[config.mk]
export PLATFORM = sky130hd
export DESIGN_NAME = m3i_queue
export DESIGN_NICKNAME = d
export VERILOG_FILES = /design/src/rtl/m3i_pkg.sv /design/src/rtl/m3i_queue.sv
export VERILOG_INCLUDE_DIRS = /design/src /design/src/rtl
export SDC_FILE = /design/constraint.sdc
export NUM_CORES = 1
export LEC_CHECK = 0
export BUFFER_PORTS_ARGS = -buffer_cell sky130_fd_sc_hd__buf_2
export CORE_AREA = 2 2 541 543
export DETAILED_ROUTE_END_ITERATION = 10
export DIE_AREA = 0 0 543 545
export GPL_ROUTABILITY_DRIVEN = 0
export GPL_TIMING_DRIVEN = 0
export PLACE_DENSITY_LB_ADDON = 0.3
export SYNTH_ARGS = -nofsm -noshare
export SYNTH_HDL_FRONTEND = slang
export SYNTH_SLANG_ARGS = --single-unit
export TNS_END_PERCENT = 20
[constraint.sdc]
create_clock -name clk_i -period 88 [get_ports clk_i]
set_input_delay 13.2 -clock clk_i [delete_from_list [all_inputs] [get_ports clk_i]]
set_output_delay 13.2 -clock clk_i [all_outputs]
set_load 0.03 [all_outputs]
[src/rtl/matrix3_inverse_macros.svh]
// Assertion macros shared by the matrix3_inverse RTL.
`ifndef MATRIX3_INVERSE_MACROS_SVH
`define MATRIX3_INVERSE_MACROS_SVH

// Property that must hold at every clock edge out of reset.
`define M3I_ASSERT(lbl, prop, msg) \
  lbl: assert property (@(posedge clk_i) disable iff (!rst_ni) (prop)) \
    else $error(msg);

// Same-cycle implication, checked out of reset.
`define M3I_ASSERT_IMPL(lbl, ante, cons, msg) \
  lbl: assert property (@(posedge clk_i) disable iff (!rst_ni) (ante) |-> (cons)) \
    else $error(msg);

`endif

[src/rtl/m3i_pkg.sv]
// Shared widths, cofactor index table and queue word type for the 3x3 inverse.
`default_nettype none

package m3i_pkg;

  localparam int ElemW       = 32;
  localparam int FracBits    = 16;
  localparam int NElem       = 9;
  localparam int MatN        = 3;
  localparam int ProdW       = 2 * ElemW;
  localparam int CofW        = ProdW + 1;
  localparam int MagW        = ProdW;
  localparam int DetW        = 3 * ElemW + 2;
  localparam int DmagW       = DetW - 1;
  localparam int NumW        = MagW + 2 * FracBits;
  localparam int QuoW        = ElemW;
  localparam int FrontStages = 7;
  localparam int QueueDepth  = 2;
  localparam int QPtrW       = $clog2(QueueDepth);
  localparam int QCntW       = $clog2(QueueDepth + 1);
  localparam int CofTerms    = 4;
  localparam int IdxW        = $clog2(NElem);

  localparam logic [ElemW-1:0] SatPos = {1'b0, {(ElemW-1){1'b1}}};
  localparam logic [ElemW-1:0] SatNeg = {1'b1, {(ElemW-1){1'b0}}};

  // adjugate entry k = a[p]*a[q] - a[r]*a[s], sign already folded in
  localparam logic [IdxW-1:0] CofIdx [NElem][CofTerms] = '{
    '{IdxW'(4), IdxW'(8), IdxW'(5), IdxW'(7)},
    '{IdxW'(2), IdxW'(7), IdxW'(1), IdxW'(8)},
    '{IdxW'(1), IdxW'(5), IdxW'(2), IdxW'(4)},
    '{IdxW'(5), IdxW'(6), IdxW'(3), IdxW'(8)},
    '{IdxW'(0), IdxW'(8), IdxW'(2), IdxW'(6)},
    '{IdxW'(2), IdxW'(3), IdxW'(0), IdxW'(5)},
    '{IdxW'(3), IdxW'(7), IdxW'(4), IdxW'(6)},
    '{IdxW'(1), IdxW'(6), IdxW'(0), IdxW'(7)},
    '{IdxW'(0), IdxW'(4), IdxW'(1), IdxW'(3)}
  };

  // one classified matrix handed from the front end to the divider array
  typedef struct packed {
    logic [NElem-1:0][MagW-1:0] num_mag;
    logic [NElem-1:0]           neg;
    logic [DmagW-1:0]           den;
    logic                       singular;
  } m3i_word_t;

endpackage

`default_nettype wire

[src/rtl/m3i_queue.sv]
// Two-word queue between the front end and the divider array.
`default_nettype none
`include "matrix3_inverse_macros.svh"

module m3i_queue (
  input  logic               clk_i,
  input  logic               rst_ni,
  input  logic               push_i,
  input  m3i_pkg::m3i_word_t word_i,
  output logic               valid_o,
  output m3i_pkg::m3i_word_t word_o,
  output logic               full_o
);
  import m3i_pkg::*;

  m3i_word_t        mem_q [QueueDepth];
  logic [QPtrW-1:0] wr_q, wr_d, rd_q, rd_d;
  logic [QCntW-1:0] count_q, count_d;
  logic             pop;

  // back end takes a word whenever one is there
  assign pop     = (count_q != '0);
  assign valid_o = pop;
  assign word_o  = mem_q[rd_q];
  assign full_o  = (count_q == QCntW'(QueueDepth));

  always_comb begin
    wr_d    = push_i ? wr_q + 1'b1 : wr_q;
    rd_d    = pop ? rd_q + 1'b1 : rd_q;
    count_d = count_q + QCntW'(push_i) - QCntW'(pop);
  end

  always_ff @(posedge clk_i or negedge rst_ni) begin
    if (!rst_ni) begin
      wr_q    <= '0;
      rd_q    <= '0;
      count_q <= '0;
    end else begin
      wr_q    <= wr_d;
      rd_q    <= rd_d;
      count_q <= count_d;
    end
  end

  always_ff @(posedge clk_i) begin
    if (push_i) begin
      mem_q[wr_q] <= word_i;
    end
  end

  // the divider drains every cycle, so the queue never backs up
  `M3I_ASSERT(a_queue_shallow, count_q <= QCntW'(1), "queue holds more than one word")
  `M3I_ASSERT_IMPL(a_no_push_full, push_i, !full_o, "push into a full queue")

endmodule

`default_nettype wire

==> run summary, run 1 <==
r2r worst-path depth = 11
delay-heaviest family, CP = buffers and inverters
Detailed Place HPWL = 132000 um
Max Cap Violations = 0
Hold WS = 548.1 ps
Slew headroom = 59.00%
number of register bits inferred by synthesis = 1370
Critical Path, Cell by Cell = buf_6, buf_6, buf_6, mux2_2, buf_2
Core Area = 0.2901 mm2
crit path time final = 15980 ps
critical path type = register to primary output
final setup vio count = 0
I/O pin cnt = 1371
ys flop type = edfxtp_1
Inst Count DP = 7449
total grt overflow = 0
Final Max Slew Viols = 0
vias in the first global route = 27890
period utilization = 18.16%
initial detailed-routing violation count = 1623
IO buf count = 1370
Unique masters post-synth = 13
Site Rows = 198
CTS tree = done
routed len/inst = 21.93 um
Die Ht = 545 um
WL final = 169900 um
Mean Syn Cell Area = 23.28 um2
Power Density = 35.95 mW/mm2
# resized after CTS = 0
LEAKAGE = 24.24 nW
CTS Buffer Depth = 4
Synth top area share = 82.36%
sequential element share of the synthesized area = 82.56%
FFs w/ async S/R, synth = 0.2920%
final hold vios = 0
H-tree depth = 4
EDFF count, synth = 1366
Hold Path Stages = 1
Die X-Extent = 543 um
layout cells sized above 1 = 62.26%
Final nets = 4399
sequential cell area = 0.04112 mm2
CP Capture Type = primary output
achievable frequency = 62.59 MHz
Net Count, Synth = 2826
Syn Inst Count = 2139
total CTS buffers = 161
CP bufs+invs = 4
Crit path arrival time = 2780 ps
Die ar. = 0.2959 mm2
Placed Area = 0.06246 mm2
largest net degree at the start of global routing = 61
CTS sink count = 1370
Slew @ Worst Pin = 615.0 ps
status = completed
post-route ant nets = 0
RSZ-0062 raised after global routing = no
CP Launch Type = register
worst-skew pair later-pin latency = 800 ps
maximum vdd drop = 0.02307 mV
Setup Skew = 34.64 ps
fillers = 30270
Initial Util = 17.17%
Multi-input gate area = 0.007775 mm2
critical path's slowest cell = mux2_2
Worst path depth = 5
most frequent cell after synthesis = edfxtp_1
maximum fanout along the worst path = 10
Area growth, synth to finish = 35.40%
post-route non-filler standard cell count = 7748
drt pass-1 iters = 7
Min-Delay Path Class = register to register
total track usage = 10.80%
Root Buffer = clkbuf_16
first-pass GRT wire length = 224400 um
Required @ worst endpoint = 74800 ps
postcts setup bufs = 0
CP max stage delay = 440 ps
DRC errors left = 0
Synth area leaders = edfxtp_1 82%, mux2_2 15%, buf_6 0.99%, clkbuf_8 0.83%, dfrtp_1 0.20%
Avg Vias per Cell = 3.490
largest area contributor in the netlist = edfxtp_1
Final Instance Area = 0.06743 mm2
initial antenna violation count = 113
Final Power = 2.424 mW
yosys warns = 0
CTS Hold Bufs = 0
Setup TNS = 0 ps
routed vias = 27040
Post-Syn Area = 0.04980 mm2
most frequent CP cell = buf_6
clock-pin slew on the worst setup and hold paths = 60 ps
Synth top cells by count = 1366 x edfxtp_1, 683 x mux2_2, 44 x buf_6
==> kinds of logic after synthesis <==
| kind of cell | synth area share [%] |
|---|---|
| adders and majority gates | 0.02512 |
| muxes | 15.44 |
| and+or+nand+nor | 0.07036 |
| DFF | 82.56 |
| xor gates and xnor gates | 0.05277 |
| buffers and inverters | 1.844 |
==> flip-flops by register name, indices dropped and copies added, names as in the netlist <==
name and flops:
rd_q 1, wr_q 1, count_q 2, mem_q 1366
==> worst reg2reg max path, cell delays in order (launching register included) <==
cell and delay, ps:
dfrtp_1 420, nor2b_4 390, buf_12 260, buf_12 230, buf_12 240, buf_12 260, buf_12 230, buf_12 240
buf_12 240, buf_12 260, buf_12 240, buf_12 250
==> final timing paths <==
path	end	slack, ps	start
worst max-delay path	word_o[630]	72020	rd_q
max in group asynchronous	count_q[0]	75680	rst_ni
worst max register to register	mem_q[0][190]	84390	wr_q
worst min register to register	wr_q	550	wr_q
worst min-delay path	wr_q	550	wr_q
min in group asynchronous	rd_q	12200	rst_ni
==> layout by cell type (no fill, tap or decap), drive strengths merged, types with 2 or more instances in the layout <==
cell and instances:
inv 3, clkbuf 233, nor2b 3, diode 22, mux2 683, clkinvlp 7, edfxtp 1366, bufinv 8
dfrtp 4, clkinv 56, buf 1456, xor2 2
==> power breakdown <==
group	total [mW]	internal [mW]	leakage, nW	switching, mW
Clock	0.630	0.363	2.37	0.267
Combinational	0.911	0.298	9.00	0.613
Sequential	0.884	0.862	12.9	0.0212
==> final cells by class <==
class                   instances  area share, %
multi-input cells             693          11.53
flip-flops and latches       1370          60.98
clock inverters                74          1.047
clock buffers                 203          6.240
diodes                         22        0.08164
repair buffers               1410          11.52
plain buffers                  76          1.362
well taps                    3900          7.237
==> per-layer routing <==
metal / wire length [um] / vias to the layer above / share of wire, % / GRT usage (%)
met5: 609 / - / 0.36 / 0
met4: 4801 / 94 / 2.8 / 3.263
met3: 19140 / 384 / 11 / 5.103
met2: 84600 / 1296 / 50 / 19.03
met1: 60790 / 13460 / 36 / 11.35
li1: - / 11810 / - / -
==> through the flow <==
step	setup WS [ps]	util [%]
after floorplan	43720	-
after global placement	21000	21.21
after detailed placement	71410	21.53
after CTS	71680	23.23
after global routing	71780	23.23
final	72020	23.24
No activity file was read; power rests on OpenSTA's default activity.
==> inputs of run 2 (changes only) <==
clock period = 16.2 ns   (was 88 ns; I/O delays follow)
==> run 2 against run 1 <==
Net effect:
- sequential power increased to 5.4 times the previous value
- critical path type unchanged
- register-to-register slack got worse by 71000 ps
- sequential share of layout area shrank 0.13 points
==> run summary, run 2 (synthesis gave the netlist of run 1 again) <==
vias in the first global route = 28230
period utilization = 32.32%
routed vias = 27410
number of flip-flops under the largest register name = 1366
critical path launch point = rd_q
Final Max Slew Viols = 0
total grt overflow = 0
initial detailed-routing violation count = 1863
most frequent cells in the layout = 1372 x buf_2, 1366 x edfxtp_1, 683 x mux2_2
I/O pin cnt = 1371
Detailed Place HPWL = 140900 um
final core occ = 23.29%
achievable frequency = 191.0 MHz
Reg2Reg Launch Point = wr_q
Die Ht = 545 um
CP Capture Type = primary output
IO buf count = 1370
worst hold start = wr_q
# resized after CTS = 0
Max Cap Violations = 0
r2r worst-path depth = 8
worst-skew pair later-pin latency = 790 ps
Slew headroom = 33.09%
CTS Buffer Depth = 4
final hold vios = 0
Hold EP = wr_q
Inst Count DP = 7451
Root Buffer = clkbuf_16
Crit path arrival time = 2810 ps
Avg Vias per Cell = 3.532
drt pass-1 iters = 5
largest net degree at the start of global routing = 61
Critical Path, Cell by Cell = buf_6, buf_6, buf_6, mux2_2, buf_2
RSZ-0062 raised after global routing = no
crit path time final = 5236 ps
Hold Path Stages = 1
layout cells sized above 1 = 62.42%
total track usage = 11.49%
Required @ worst endpoint = 13770 ps
critical path's slowest cell = mux2_2
Final Power = 13.31 mW
routed len/inst = 23.13 um
status = completed
Initial Util = 17.17%
Die X-Extent = 543 um
initial antenna violation count = 134
R2R Setup Slk = 12970 ps
clock-pin slew on the worst setup and hold paths = 60 ps
maximum vdd drop = 0.1075 mV
critical path type = register to primary output
H-tree depth = 4
Most flops, register = mem_q
Site Rows = 198
Setup Skew = 26.11 ps
LEAKAGE = 24.31 nW
Die ar. = 0.2959 mm2
final setup vio count = 0
CTS sink count = 1370
CP max stage delay = 500 ps
Area growth, synth to finish = 35.67%
Power Density = 197.0 mW/mm2
DRC errors left = 0
FF-to-FF End = mem_q[0][62]
first-pass GRT wire length = 235600 um
post-route ant nets = 0
Slew @ Worst Pin = 1002 ps
top flop regs = mem_q: 1366 flops, count_q: 2 flops
total CTS buffers = 163
commonest non-fill, non-tap cell in the layout = buf_2
CTS Hold Bufs = 0
CTS tree = done
Core Area = 0.2901 mm2
postcts setup bufs = 0
Final nets = 4403
most frequent CP cell = buf_6
maximum fanout along the worst path = 10
Min-Delay Path Class = register to register
post-route non-filler standard cell count = 7760
WL final = 179500 um
CP Launch Type = register
-- run 2: changes by cell type in the layout (fill, tap and decap cells not counted), moves of 2 or more --
cell,previous run,this run
buf_12,25,23
buf_16,15,19
clkbuf_1,41,31
clkbuf_16,162,165
clkinv_1,26,32
clkinv_4,2,4
clkinv_8,5,2
diode_2,22,28
inv_6,3,11
-- run 2: metal layers --
layer	vias to the layer above	global-route usage (%)	part of all wire (%)
li1	11820	-	-
met2	1358	19.72	49
met1	13720	12.39	36
met5	-	0	0.34
met3	425	5.550	12
met4	90	3.519	3.1
-- run 2: worst max path at each step --
stage	endpoint	cells past startpoint	slack [ps]
detailed placement	mem_q[0][79]	9	10770
global placement	mem_q[1][450]	2	-14840
global route	word_o[625]	5	10750
floorplan	mem_q[1][0]	1	-2560
CTS	word_o[625]	5	10670
finish	word_o[625]	5	10960
-- run 2: through the flow --
stage	cell area (um2)	TNS, ps	hold WS [ps]	worst slack (ps)
2_1_floorplan	49810	-1746640	508.3	-2557
5_1_grt	67510	0	568.6	10750
3_5_place_dp	62530	0	537.1	10770
6_report	67570	0	547.0	10960
4_1_cts	67500	0	548.9	10670
3_3_place_gp	61550	-	521.5	-14840
-- run 2: power breakdown --
group	switching, mW	internal (mW)
clock	1.48	1.99
sequential	0.115	4.68
combinational	3.41	1.63
total	5.01	8.30
-- run 2: worst max-delay path: cells and delay by family (launching register included) --
family                 cells  cell delay, ps
muxes                      1             500
buffers and inverters      4            1040
DFF                        1             330
-- run 2: cell type report --
type | count | area (um2)
clock buffers | 196 | 4245
diodes | 28 | 70.07
clock inverters | 85 | 721.9
multi-input cells | 693 | 7775
plain buffers | 76 | 918.4
well taps | 3900 | 4880
flip-flops and latches | 1370 | 41120
repair buffers | 1412 | 7840
fillers | 30260 | 222500
==> inputs of run 3 (changes only) <==
clock period = 5.28 ns   (was 16.2 ns; I/O delays follow)
==> run 3 against run 2 <==
Net effect:
- sequential share of layout area is 0.16 points lower
- first-iteration DRC count is 17% lower
- critical path depth stayed put
- sequential power grew to 3.1 times the previous value
- hold slack worse by 370 ps
- combinational power grew to 3.0 times the previous value
- non-clock buffer count stayed put
- design area is 0.27% higher
- die area stayed put
- utilization is 0.062 points higher
- power grew to 3.1 times the previous value
- critical path type unchanged
- critical endpoint is now word_o[340]
- largest power group unchanged
- highest routed layer unchanged
==> run summary, run 3 (synthesis gave the netlist of run 1 again) <==
IO buf count = 1370
maximum fanout along the worst path = 10
post-route ant nets = 0
LEAKAGE = 24.41 nW
Required @ worst endpoint = 4490 ps
Root Buffer = clkbuf_16
total track usage = 11.11%
Die ar. = 0.2959 mm2
fillers = 30260
Inst Count DP = 7450
Min-Delay Path Class = input pin to register
layout cells sized above 1 = 62.25%
pre-CTS WS = 1287 ps
critical path type = register to primary output
number of flip-flops under the largest register name = 1366
I/O pin cnt = 1371
WL final = 174400 um
status = completed
Initial Util = 17.17%
RSZ-0062 raised after global routing = no
drt pass-1 iters = 5
vias in the first global route = 27870
CP Launch Type = register
initial antenna violation count = 133
Max Cap Violations = 0
total grt overflow = 0
DRC errors left = 0
most frequent cells in the layout = 1372 x buf_2, 1366 x edfxtp_1, 683 x mux2_2
# resized after CTS = 0
Crit path arrival time = 2710 ps
Hold WS = 172.0 ps
Die Ht = 545 um
total CTS buffers = 165
Power Density = 603.5 mW/mm2
Detailed Place HPWL = 136800 um
final hold vios = 0
Slew @ Worst Pin = 537.5 ps
maximum vdd drop = 0.3548 mV
CTS tree = done
top flop regs = mem_q: 1366 flops, count_q: 2 flops
Site Rows = 198
Slew headroom = 64.41%
CP Capture Type = primary output
crit path time final = 3501 ps
Setup TNS = 0 ps
achievable frequency = 285.6 MHz
H-tree depth = 4
routed vias = 27220
CTS sink count = 1370
Core Area = 0.2901 mm2
routed len/inst = 22.44 um
CP max stage delay = 460 ps
Die X-Extent = 543 um
CP bufs+invs = 4
first-pass GRT wire length = 228700 um
Setup Skew = 25.35 ps
critical path's slowest cell = mux2_2
delay-heaviest family, CP = buffers and inverters
CTS Buffer Depth = 4
worst-skew pair later-pin latency = 810 ps
Final Max Slew Viols = 0
Final nets = 4405
largest net degree at the start of global routing = 60
Avg Vias per Cell = 3.504
Critical Path, Cell by Cell = buf_6, buf_6, clkbuf_8, mux2_2, buf_2
commonest non-fill, non-tap cell in the layout = buf_2
period utilization = 66.31%
Final WS setup = 1779 ps
post-route non-filler standard cell count = 7769
initial detailed-routing violation count = 1543
Area growth, synth to finish = 36.04%
Most flops, register = mem_q
most frequent CP cell = buf_6
clock-pin slew on the worst setup and hold paths = 60 ps
final setup vio count = 0
run 3: cell types whose count changed in the layout (fill, tap and decap cells not counted), sizes merged:
cell	previous run	this run
buf	1458	1457
bufinv	7	10
clkbuf	226	245
clkinv	59	55
clkinvlp	7	4
diode	28	23
dlygate4sd3	0	1
inv	12	11
run 3: final cells by class:
class	count	area, um2	share of cell area (%)
diodes	23	57.56	0.08495
plain buffers	76	918.4	1.356
clock buffers	215	4433	6.543
clock inverters	80	737.0	1.088
multi-input cells	693	7775	11.48
flip-flops and latches	1370	41120	60.69
well taps	3900	4880	7.202
repair buffers	1412	7830	11.56
run 3: worst paths after layout:
check	startpoint	slack, ps	end	depth (start not counted)
setup / recovery	rd_q	1780	word_o[340]	5
hold / removal	word_i[350]	170	mem_q[1][350]	1
setup reg to reg	wr_q	1870	mem_q[0][615]	11
hold reg to reg	wr_q	550	wr_q	1
max in group asynchronous	rst_ni	4740	rd_q	2
min in group asynchronous	rst_ni	400	count_q[0]	2
run 3: stage by stage:
| step | cell area (um2) | utilization [%] | total power [mW] |
|---|---|---|---|
| after floorplan | 49810 | - | 25.49 |
| after global placement | 61550 | 21.22 | 28.94 |
| after detailed placement | 62510 | 21.55 | 30.57 |
| after CTS | 67690 | 23.33 | 41.79 |
| after global routing | 67700 | 23.34 | 42.61 |
| final | 67750 | 23.35 | 40.88 |
run 3: per-layer routing:
metal	vias up	routed length, um	track usage [%]	part of all wire (%)
met3	455	20220	5.592	12
met5	-	745	0	0.43
met1	13540	59860	11.11	34
li1	11830	-	-	-
met4	110	6907	4.130	4.0
met2	1289	86640	19.63	50
run 3: power by group:
| part | switching, mW | internal, mW | leakage (nW) |
|---|---|---|---|
| Clock | 4.54 | 6.43 | 2.52 |
| Combinational | 10.2 | 4.98 | 9.03 |
| Sequential | 0.354 | 14.4 | 12.9 |
| Total | 15.1 | 25.8 | 24.4 |
run 3: timing repair:
action | 4_1_cts | 5_1_grt
hold buffers | 1 | 0
endpoints found under the hold margin | 4 | 0
setup buffers | 0 | 0
